===== src/rtl/sssl_pkg.sv =====
// Package with the shared types, constants and functions of the seven-segment score line generator.
package sssl_pkg;

   localparam int DigitCount = 5;
   localparam int DigitIndexWidth = $clog2(DigitCount);
   localparam logic [DigitIndexWidth-1:0] LastDigit = DigitIndexWidth'(DigitCount - 1);

   localparam logic [7:0] DigitWidthPx = 8'd4;
   localparam logic [7:0] DigitHeightPx = 8'd6;
   localparam logic [7:0] DigitHalfPx = 8'd3;
   localparam logic [7:0] DigitPitchPx = 8'd6;

   typedef struct packed {
      logic [15:0] value;
      logic [7:0]  origin_x;
      logic [7:0]  origin_y;
   } req_type;

   typedef struct packed {
      logic [7:0] start_x;
      logic [7:0] start_y;
      logic [7:0] end_x;
      logic [7:0] end_y;
      logic       last_line;
   } rsp_type;

   typedef enum logic [2:0] {
      SEG_G = 3'd0,
      SEG_F = 3'd1,
      SEG_E = 3'd2,
      SEG_D = 3'd3,
      SEG_C = 3'd4,
      SEG_B = 3'd5,
      SEG_A = 3'd6
   } seg_type;

   // Segment pattern of a decimal digit, bit 6 is segment A and bit 0 is segment G.
   function automatic logic [6:0] seg_pattern(logic [3:0] digit);
      logic [6:0] pattern;
      unique case (digit)
         4'd0: pattern = 7'h7E;
         4'd1: pattern = 7'h30;
         4'd2: pattern = 7'h6D;
         4'd3: pattern = 7'h79;
         4'd4: pattern = 7'h33;
         4'd5: pattern = 7'h5B;
         4'd6: pattern = 7'h5F;
         4'd7: pattern = 7'h70;
         4'd8: pattern = 7'h7F;
         default: pattern = 7'h7B;
      endcase
      return pattern;
   endfunction

   // Decimal weight of digit position k, most significant position first.
   function automatic logic [16:0] dec_weight(logic [DigitIndexWidth-1:0] k);
      logic [16:0] weight;
      unique case (k)
         3'd0: weight = 17'd10000;
         3'd1: weight = 17'd1000;
         3'd2: weight = 17'd100;
         3'd3: weight = 17'd10;
         default: weight = 17'd1;
      endcase
      return weight;
   endfunction

   // Decimal digit of rest at position k; rest is below ten times the weight.
   function automatic logic [3:0] dec_digit(logic [15:0] rest, logic [DigitIndexWidth-1:0] k);
      logic [3:0]  digit;
      logic [16:0] weight;
      weight = dec_weight(k);
      digit = 4'd0;
      for (int j = 1; j <= 9; j++) begin
         if ({1'b0, rest} >= 17'(j) * weight) begin
            digit = 4'(j);
         end
      end
      return digit;
   endfunction

endpackage


===== src/rtl/seven_segment_score_line_generator_top.sv =====
// Top level of the seven-segment score line generator.
// Each accepted transaction carries a 16-bit value and an origin; the block shows the value as
// five decimal digits with leading zeros, 4 by 6 pixels each and 6 pixels apart, and sends one
// line transaction per lit segment in the order A to G, digit by digit from the left, with the
// last line of the value flagged. Coordinates wrap modulo 256. A value moves from the input
// register into the single line emitter, which then sends one line per lit segment as the
// output accepts them; the next value is held in the input register meanwhile. Reset is
// synchronous and clears the control state only.
module seven_segment_score_line_generator_top (
   input  logic              clock,
   input  logic              reset,
   input  logic              req_valid,
   output logic              req_ready,
   input  sssl_pkg::req_type req_data,
   output logic              rsp_valid,
   input  logic              rsp_ready,
   output sssl_pkg::rsp_type rsp_data
);
   import sssl_pkg::*;

   logic                       pend_valid_ff, pend_valid_in;
   req_type                    pend_ff, pend_in;
   logic                       active_ff, active_in;
   logic [15:0]                rest_ff, rest_in;
   logic [6:0]                 mask_ff, mask_in;
   logic [DigitIndexWidth-1:0] digit_idx_ff, digit_idx_in;
   logic [7:0]                 x_ff, x_in;
   logic [7:0]                 y_ff, y_in;
   logic                       rsp_valid_ff, rsp_valid_in;
   rsp_type                    rsp_ff, rsp_in;

   logic                       req_accept;
   logic                       load;
   logic                       advance;
   logic                       emit;
   logic [15:0]                conv_rest;
   logic [DigitIndexWidth-1:0] conv_idx;
   logic [3:0]                 conv_digit;
   logic [15:0]                conv_rest_next;
   logic [6:0]                 conv_mask;
   seg_type                    seg_sel;
   logic [6:0]                 mask_left;
   logic                       digit_done;
   logic                       value_done;
   rsp_type                    line;

   assign req_ready  = !pend_valid_ff;
   assign req_accept = req_valid && req_ready;
   assign load       = !active_ff && pend_valid_ff;
   assign advance    = !rsp_valid_ff || rsp_ready;
   assign emit       = active_ff && advance;

   // One decimal digit is extracted per digit step, either from a new value or from the rest.
   assign conv_rest      = load ? pend_ff.value : rest_ff;
   assign conv_idx       = load ? '0 : digit_idx_ff + 1'b1;
   assign conv_digit     = dec_digit(conv_rest, conv_idx);
   assign conv_rest_next = conv_rest - 16'(17'(conv_digit) * dec_weight(conv_idx));
   assign conv_mask      = seg_pattern(conv_digit);

   always_comb begin
      priority if (mask_ff[SEG_A]) seg_sel = SEG_A;
      else if (mask_ff[SEG_B])     seg_sel = SEG_B;
      else if (mask_ff[SEG_C])     seg_sel = SEG_C;
      else if (mask_ff[SEG_D])     seg_sel = SEG_D;
      else if (mask_ff[SEG_E])     seg_sel = SEG_E;
      else if (mask_ff[SEG_F])     seg_sel = SEG_F;
      else                         seg_sel = SEG_G;
   end

   assign mask_left  = mask_ff & ~(7'd1 << seg_sel);
   assign digit_done = (mask_left == '0);
   assign value_done = digit_done && (digit_idx_ff == LastDigit);

   always_comb begin
      line.last_line = value_done;
      unique case (seg_sel)
         SEG_A: begin
            line.start_x = x_ff;                line.start_y = y_ff;
            line.end_x   = x_ff + DigitWidthPx; line.end_y   = y_ff;
         end
         SEG_B: begin
            line.start_x = x_ff + DigitWidthPx; line.start_y = y_ff;
            line.end_x   = x_ff + DigitWidthPx; line.end_y   = y_ff + DigitHalfPx;
         end
         SEG_C: begin
            line.start_x = x_ff + DigitWidthPx; line.start_y = y_ff + DigitHalfPx;
            line.end_x   = x_ff + DigitWidthPx; line.end_y   = y_ff + DigitHeightPx;
         end
         SEG_D: begin
            line.start_x = x_ff;                line.start_y = y_ff + DigitHeightPx;
            line.end_x   = x_ff + DigitWidthPx; line.end_y   = y_ff + DigitHeightPx;
         end
         SEG_E: begin
            line.start_x = x_ff;                line.start_y = y_ff + DigitHalfPx;
            line.end_x   = x_ff;                line.end_y   = y_ff + DigitHeightPx;
         end
         SEG_F: begin
            line.start_x = x_ff;                line.start_y = y_ff;
            line.end_x   = x_ff;                line.end_y   = y_ff + DigitHalfPx;
         end
         default: begin
            line.start_x = x_ff;                line.start_y = y_ff + DigitHalfPx;
            line.end_x   = x_ff + DigitWidthPx; line.end_y   = y_ff + DigitHalfPx;
         end
      endcase
   end

   always_comb begin
      pend_valid_in = req_accept || (pend_valid_ff && !load);
      pend_in       = req_accept ? req_data : pend_ff;

      active_in    = active_ff;
      rest_in      = rest_ff;
      mask_in      = mask_ff;
      digit_idx_in = digit_idx_ff;
      x_in         = x_ff;
      y_in         = y_ff;
      if (load) begin
         active_in    = 1'b1;
         rest_in      = conv_rest_next;
         mask_in      = conv_mask;
         digit_idx_in = '0;
         x_in         = pend_ff.origin_x;
         y_in         = pend_ff.origin_y;
      end else if (emit) begin
         if (value_done) begin
            active_in = 1'b0;
            mask_in   = mask_left;
         end else if (digit_done) begin
            rest_in      = conv_rest_next;
            mask_in      = conv_mask;
            digit_idx_in = conv_idx;
            x_in         = x_ff + DigitPitchPx;
         end else begin
            mask_in = mask_left;
         end
      end

      rsp_valid_in = emit || (rsp_valid_ff && !rsp_ready);
      rsp_in       = emit ? line : rsp_ff;
   end

   always_ff @(posedge clock) begin
      if (reset) begin
         pend_valid_ff <= 1'b0;
         active_ff     <= 1'b0;
         rsp_valid_ff  <= 1'b0;
      end else begin
         pend_valid_ff <= pend_valid_in;
         active_ff     <= active_in;
         rsp_valid_ff  <= rsp_valid_in;
      end
   end

   always_ff @(posedge clock) begin
      pend_ff      <= pend_in;
      rest_ff      <= rest_in;
      mask_ff      <= mask_in;
      digit_idx_ff <= digit_idx_in;
      x_ff         <= x_in;
      y_ff         <= y_in;
      rsp_ff       <= rsp_in;
   end

   assign rsp_valid = rsp_valid_ff;
   assign rsp_data  = rsp_ff;

   // A value in progress always has a segment left to send.
   a_active_mask : assert property (@(posedge clock) disable iff (reset)
      active_ff |-> (mask_ff != '0))
      else $error("Active value has no segment left.");

   a_digit_range : assert property (@(posedge clock) disable iff (reset)
      active_ff |-> (digit_idx_ff <= LastDigit))
      else $error("Digit position out of range.");

   a_start_first : assert property (@(posedge clock) disable iff (reset)
      $rose(active_ff) |-> (digit_idx_ff == '0))
      else $error("Value did not start at the first digit.");

   // Sending the flagged line ends the value.
   a_last_ends : assert property (@(posedge clock) disable iff (reset)
      (emit && value_done) |=> (!active_ff && rsp_valid_ff && rsp_ff.last_line))
      else $error("Last line did not end the value.");

endmodule

===== config.mk =====
export PLATFORM = sky130hd
export DESIGN_NAME = seven_segment_score_line_generator_top
export DESIGN_NICKNAME = d
export VERILOG_FILES = /design/src/rtl/sssl_pkg.sv /design/src/rtl/seven_segment_score_line_generator_top.sv
export SDC_FILE = /design/constraint.sdc
export NUM_CORES = 1
export LEC_CHECK = 0
export BUFFER_PORTS_ARGS = -buffer_cell sky130_fd_sc_hd__buf_2
export CORE_ASPECT_RATIO = 1.4
export CORE_MARGIN = 3
export CORE_UTILIZATION = 37
export CTS_BUF_LIST = sky130_fd_sc_hd__clkbuf_4 sky130_fd_sc_hd__clkbuf_8
export DETAILED_ROUTE_END_ITERATION = 10
export PLACE_DENSITY = 0.52
export SYNTH_ARGS = -nofsm -noshare
export SYNTH_HDL_FRONTEND = slang
export SYNTH_SLANG_ARGS = --single-unit

===== constraint.sdc =====
create_clock -name clock -period 11.15 [get_ports clock]
set_input_delay 0 -clock clock [delete_from_list [all_inputs] [get_ports clock]]
set_output_delay 0 -clock clock [all_outputs]
set_load 0.1 [all_outputs]

==> out/metrics.cfg <==
[run_status]
status=completed

[synthesis]
synthTopCellsByCount=ha_1, inv_1, edfxtp_1, nor2_1, nand2_1
syn_area_per_cell_um2=9.58
synth_top_cell_area_share=0.287
synth_seq_area_share=0.298
synth-seq-cells=108
synth_cell_types=77
yosysWarnings=0
netlist.top_cell.by_area=edfxtp_1
syn_inst=1115
synthFlopType=edfxtp_1
async_flop_share=0
synth_edf_count=102
synth_most_common_cell=ha_1
synth_area_leaders=edfxtp_1, ha_1, fa_1
syn-cell-area_um2=10700

[final_layout]
multiInputGateArea_um2=6960
regArea_um2=3180
drive_gt1_frac=0.103
fillers=2782
fin_area_um2=12100
area_growth_pct=13.0
diodes=0
final_nets=1472

[place]
io_buffers=70
dp_hpwl_um=24100
dpl_cell_area_um2=11500
gp_congestion=0.905

[detailed_routing]
finalWirelength_um=29800
drt_iter0_markers=430
route.detailed.drc=0
ant_nets=0
vias_per_cell=5.35
vias=8558
firstDrtPassIters=5
drt-wirelength-per-cell_um=18.6

[critical_path]
critPathRequiredTime_ns=11.31
crit_type=reg -> reg
cp-end-kind=flip-flop
slowest_stage=fa_1
cp_common_cell=ha_1
max_stage_delay_ns=0.61
r2r_slack_ns=1.12
crit_arrival_ns=10.19
start_kind=flip-flop
rr_worst_depth=42
regToRegEndpoint=rest_ff[15]
r2r-start=digit_idx_ff[0]
cp_max_fo=19

[clock_network]
cts_sinks=108
worstSkewPairLatency_ns=0.41
clk_path_buf_depth=2
cts_max_level=3
clock-root-buffer=clkbuf_8
cts_tree=done
postCtsSetupBuffers=0
clk_pin_slew_worst_paths_ns=0.12
cts_made_buffers=9

[worst_hold_path]
hold_class=in -> reg
min_delay_path_depth=2
min_to=pend_ff[17]
holdCritStartpoint=req_valid

[sta]
final.min_clock_period_ns=10.03
rsz0062_at_grt=no
finalCritPeriodShare=0.899
setup_tns_ns=0
slew_headroom=0.267
finalHoldViolations=0
setup-violations-final=0
clock_skew_ns=0.0238
tightestPinTransition_ns=1.10
fmax_mhz=99.7
maxSlewViolCount=0

[grt]
grt_max_degree=35
grt_pass1_wl_um=46800
grt_antenna_before_repair=0
grtUsageTotal=0.196
grt_pass1_vias=8844
grt-ovfl-total=0

[floorplan]
die_y_um=207
start_util=0.381
coreArea_um2=28000
dieArea_um2=31000
io_pins=71
die_x_um=150
std_cell_rows=72

[flow_run]
cap_violations=0

final cells by class:
| class | count | area share |
|---|---|---|
| Multi-Input combinational cell | 867 | 0.577 |
| Sequential cell | 108 | 0.264 |
| Timing Repair Buffer | 117 | 0.0653 |
| Tap cell | 370 | 0.0384 |
| Inverter | 121 | 0.0378 |
| Clock buffer | 9 | 0.0103 |
| Clock inverter | 7 | 0.00726 |
what timing repair did:
action                                 in CTS  in global routing
setup endpoints to repair                   0                  1
resized for setup                           0                  1
endpoints found under the hold margin      35                  0
hold buffers                               34                  0
stage by stage:
stage | hold WS (ns) | util | setup WS (ns) | instances
after floorplan | 0.0691 | - | 1.49 | 1120
after global placement | 0.177 | 0.411 | 1.09 | 1549
after detailed placement | 0.178 | 0.411 | 1.05 | 1549
after CTS | 0.158 | 0.431 | 1.02 | 1599
after global routing | 0.171 | 0.431 | 0.135 | 1599
final | 0.167 | 0.431 | 1.12 | 1599
registers in the layout (all words and copies together) (netlist names):
register / cells
rsp_data: 31
active_ff: 1
rsp_valid: 1
mask_ff: 7
x_ff: 8
pend_ff: 32
rest_ff: 16
digit_idx_ff: 3
y_ff: 8
pend_valid_ff: 1
critical path, delay by kind of cell (launching register included):
family,cells,cell delay (ns)
xor+xnor,3,0.60
fa+ha+maj,9,3.76
simple gates,12,1.96
flops,1,0.41
buf+inv,7,0.79
compound gates,11,2.26
how the worst max path moves through the flow:
stage / start / end / depth (start not counted)
2_1_floorplan: digit_idx_ff[0] / rest_ff[15] / 40
3_3_place_gp: digit_idx_ff[0] / rest_ff[15] / 42
3_5_place_dp: digit_idx_ff[0] / rest_ff[15] / 42
4_1_cts: digit_idx_ff[0] / rest_ff[15] / 42
5_1_grt: digit_idx_ff[0] / rest_ff[15] / 43
6_report: digit_idx_ff[0] / rest_ff[15] / 42
cells in the final DEF (no fill, tap or decap), types with 7 or more instances in the layout:
master / instances
buf_2: 70
xnor2_1: 53
a21o_1: 26
dlygate4sd3_1: 34
nor2_1: 93
nor3_1: 10
nand2_1: 85
fa_1: 41
a31oi_1: 12
o21ai_0: 45
nand3_1: 27
o211ai_1: 13
conb_1: 7
a221oi_1: 9
o21a_1: 10
a211oi_1: 12
clkbuf_8: 9
buf_4: 13
xor2_1: 20
nor2b_1: 7
edfxtp_1: 102
a21oi_1: 76
inv_1: 116
nand2b_1: 8
nand4_1: 13
mux2i_1: 12
ha_1: 171
or3_1: 10
layer usage:
| layer | vias to the layer above | wire (µm) | GRT usage |
|---|---|---|---|
| met5 | - | 0 | 0 |
| met4 | 0 | 1710 | 0.109 |
| met3 | 71 | 843 | 0.0188 |
| met2 | 196 | 16100 | 0.380 |
| met1 | 4073 | 11200 | 0.205 |
| li1 | 4218 | - | - |
cell families (layout without fill, tap and decap cells):
logic type | Yosys count | count (layout) | synth area share
muxes | 15 | 15 | 0.0157
DFF | 108 | 108 | 0.298
other | 2 | 7 | 0.000703
buffers and inverters | 145 | 254 | 0.0525
adders and majority gates | 214 | 214 | 0.279
xor gates and xnor gates | 73 | 73 | 0.0599
AOI/OAI and AO/OA | 259 | 259 | 0.161
and+or+nand+nor | 299 | 299 | 0.133
Power is left out: the tool's default activity adds up to more than one toggle a clock period on the data nets, which glitch-free logic cannot reach.
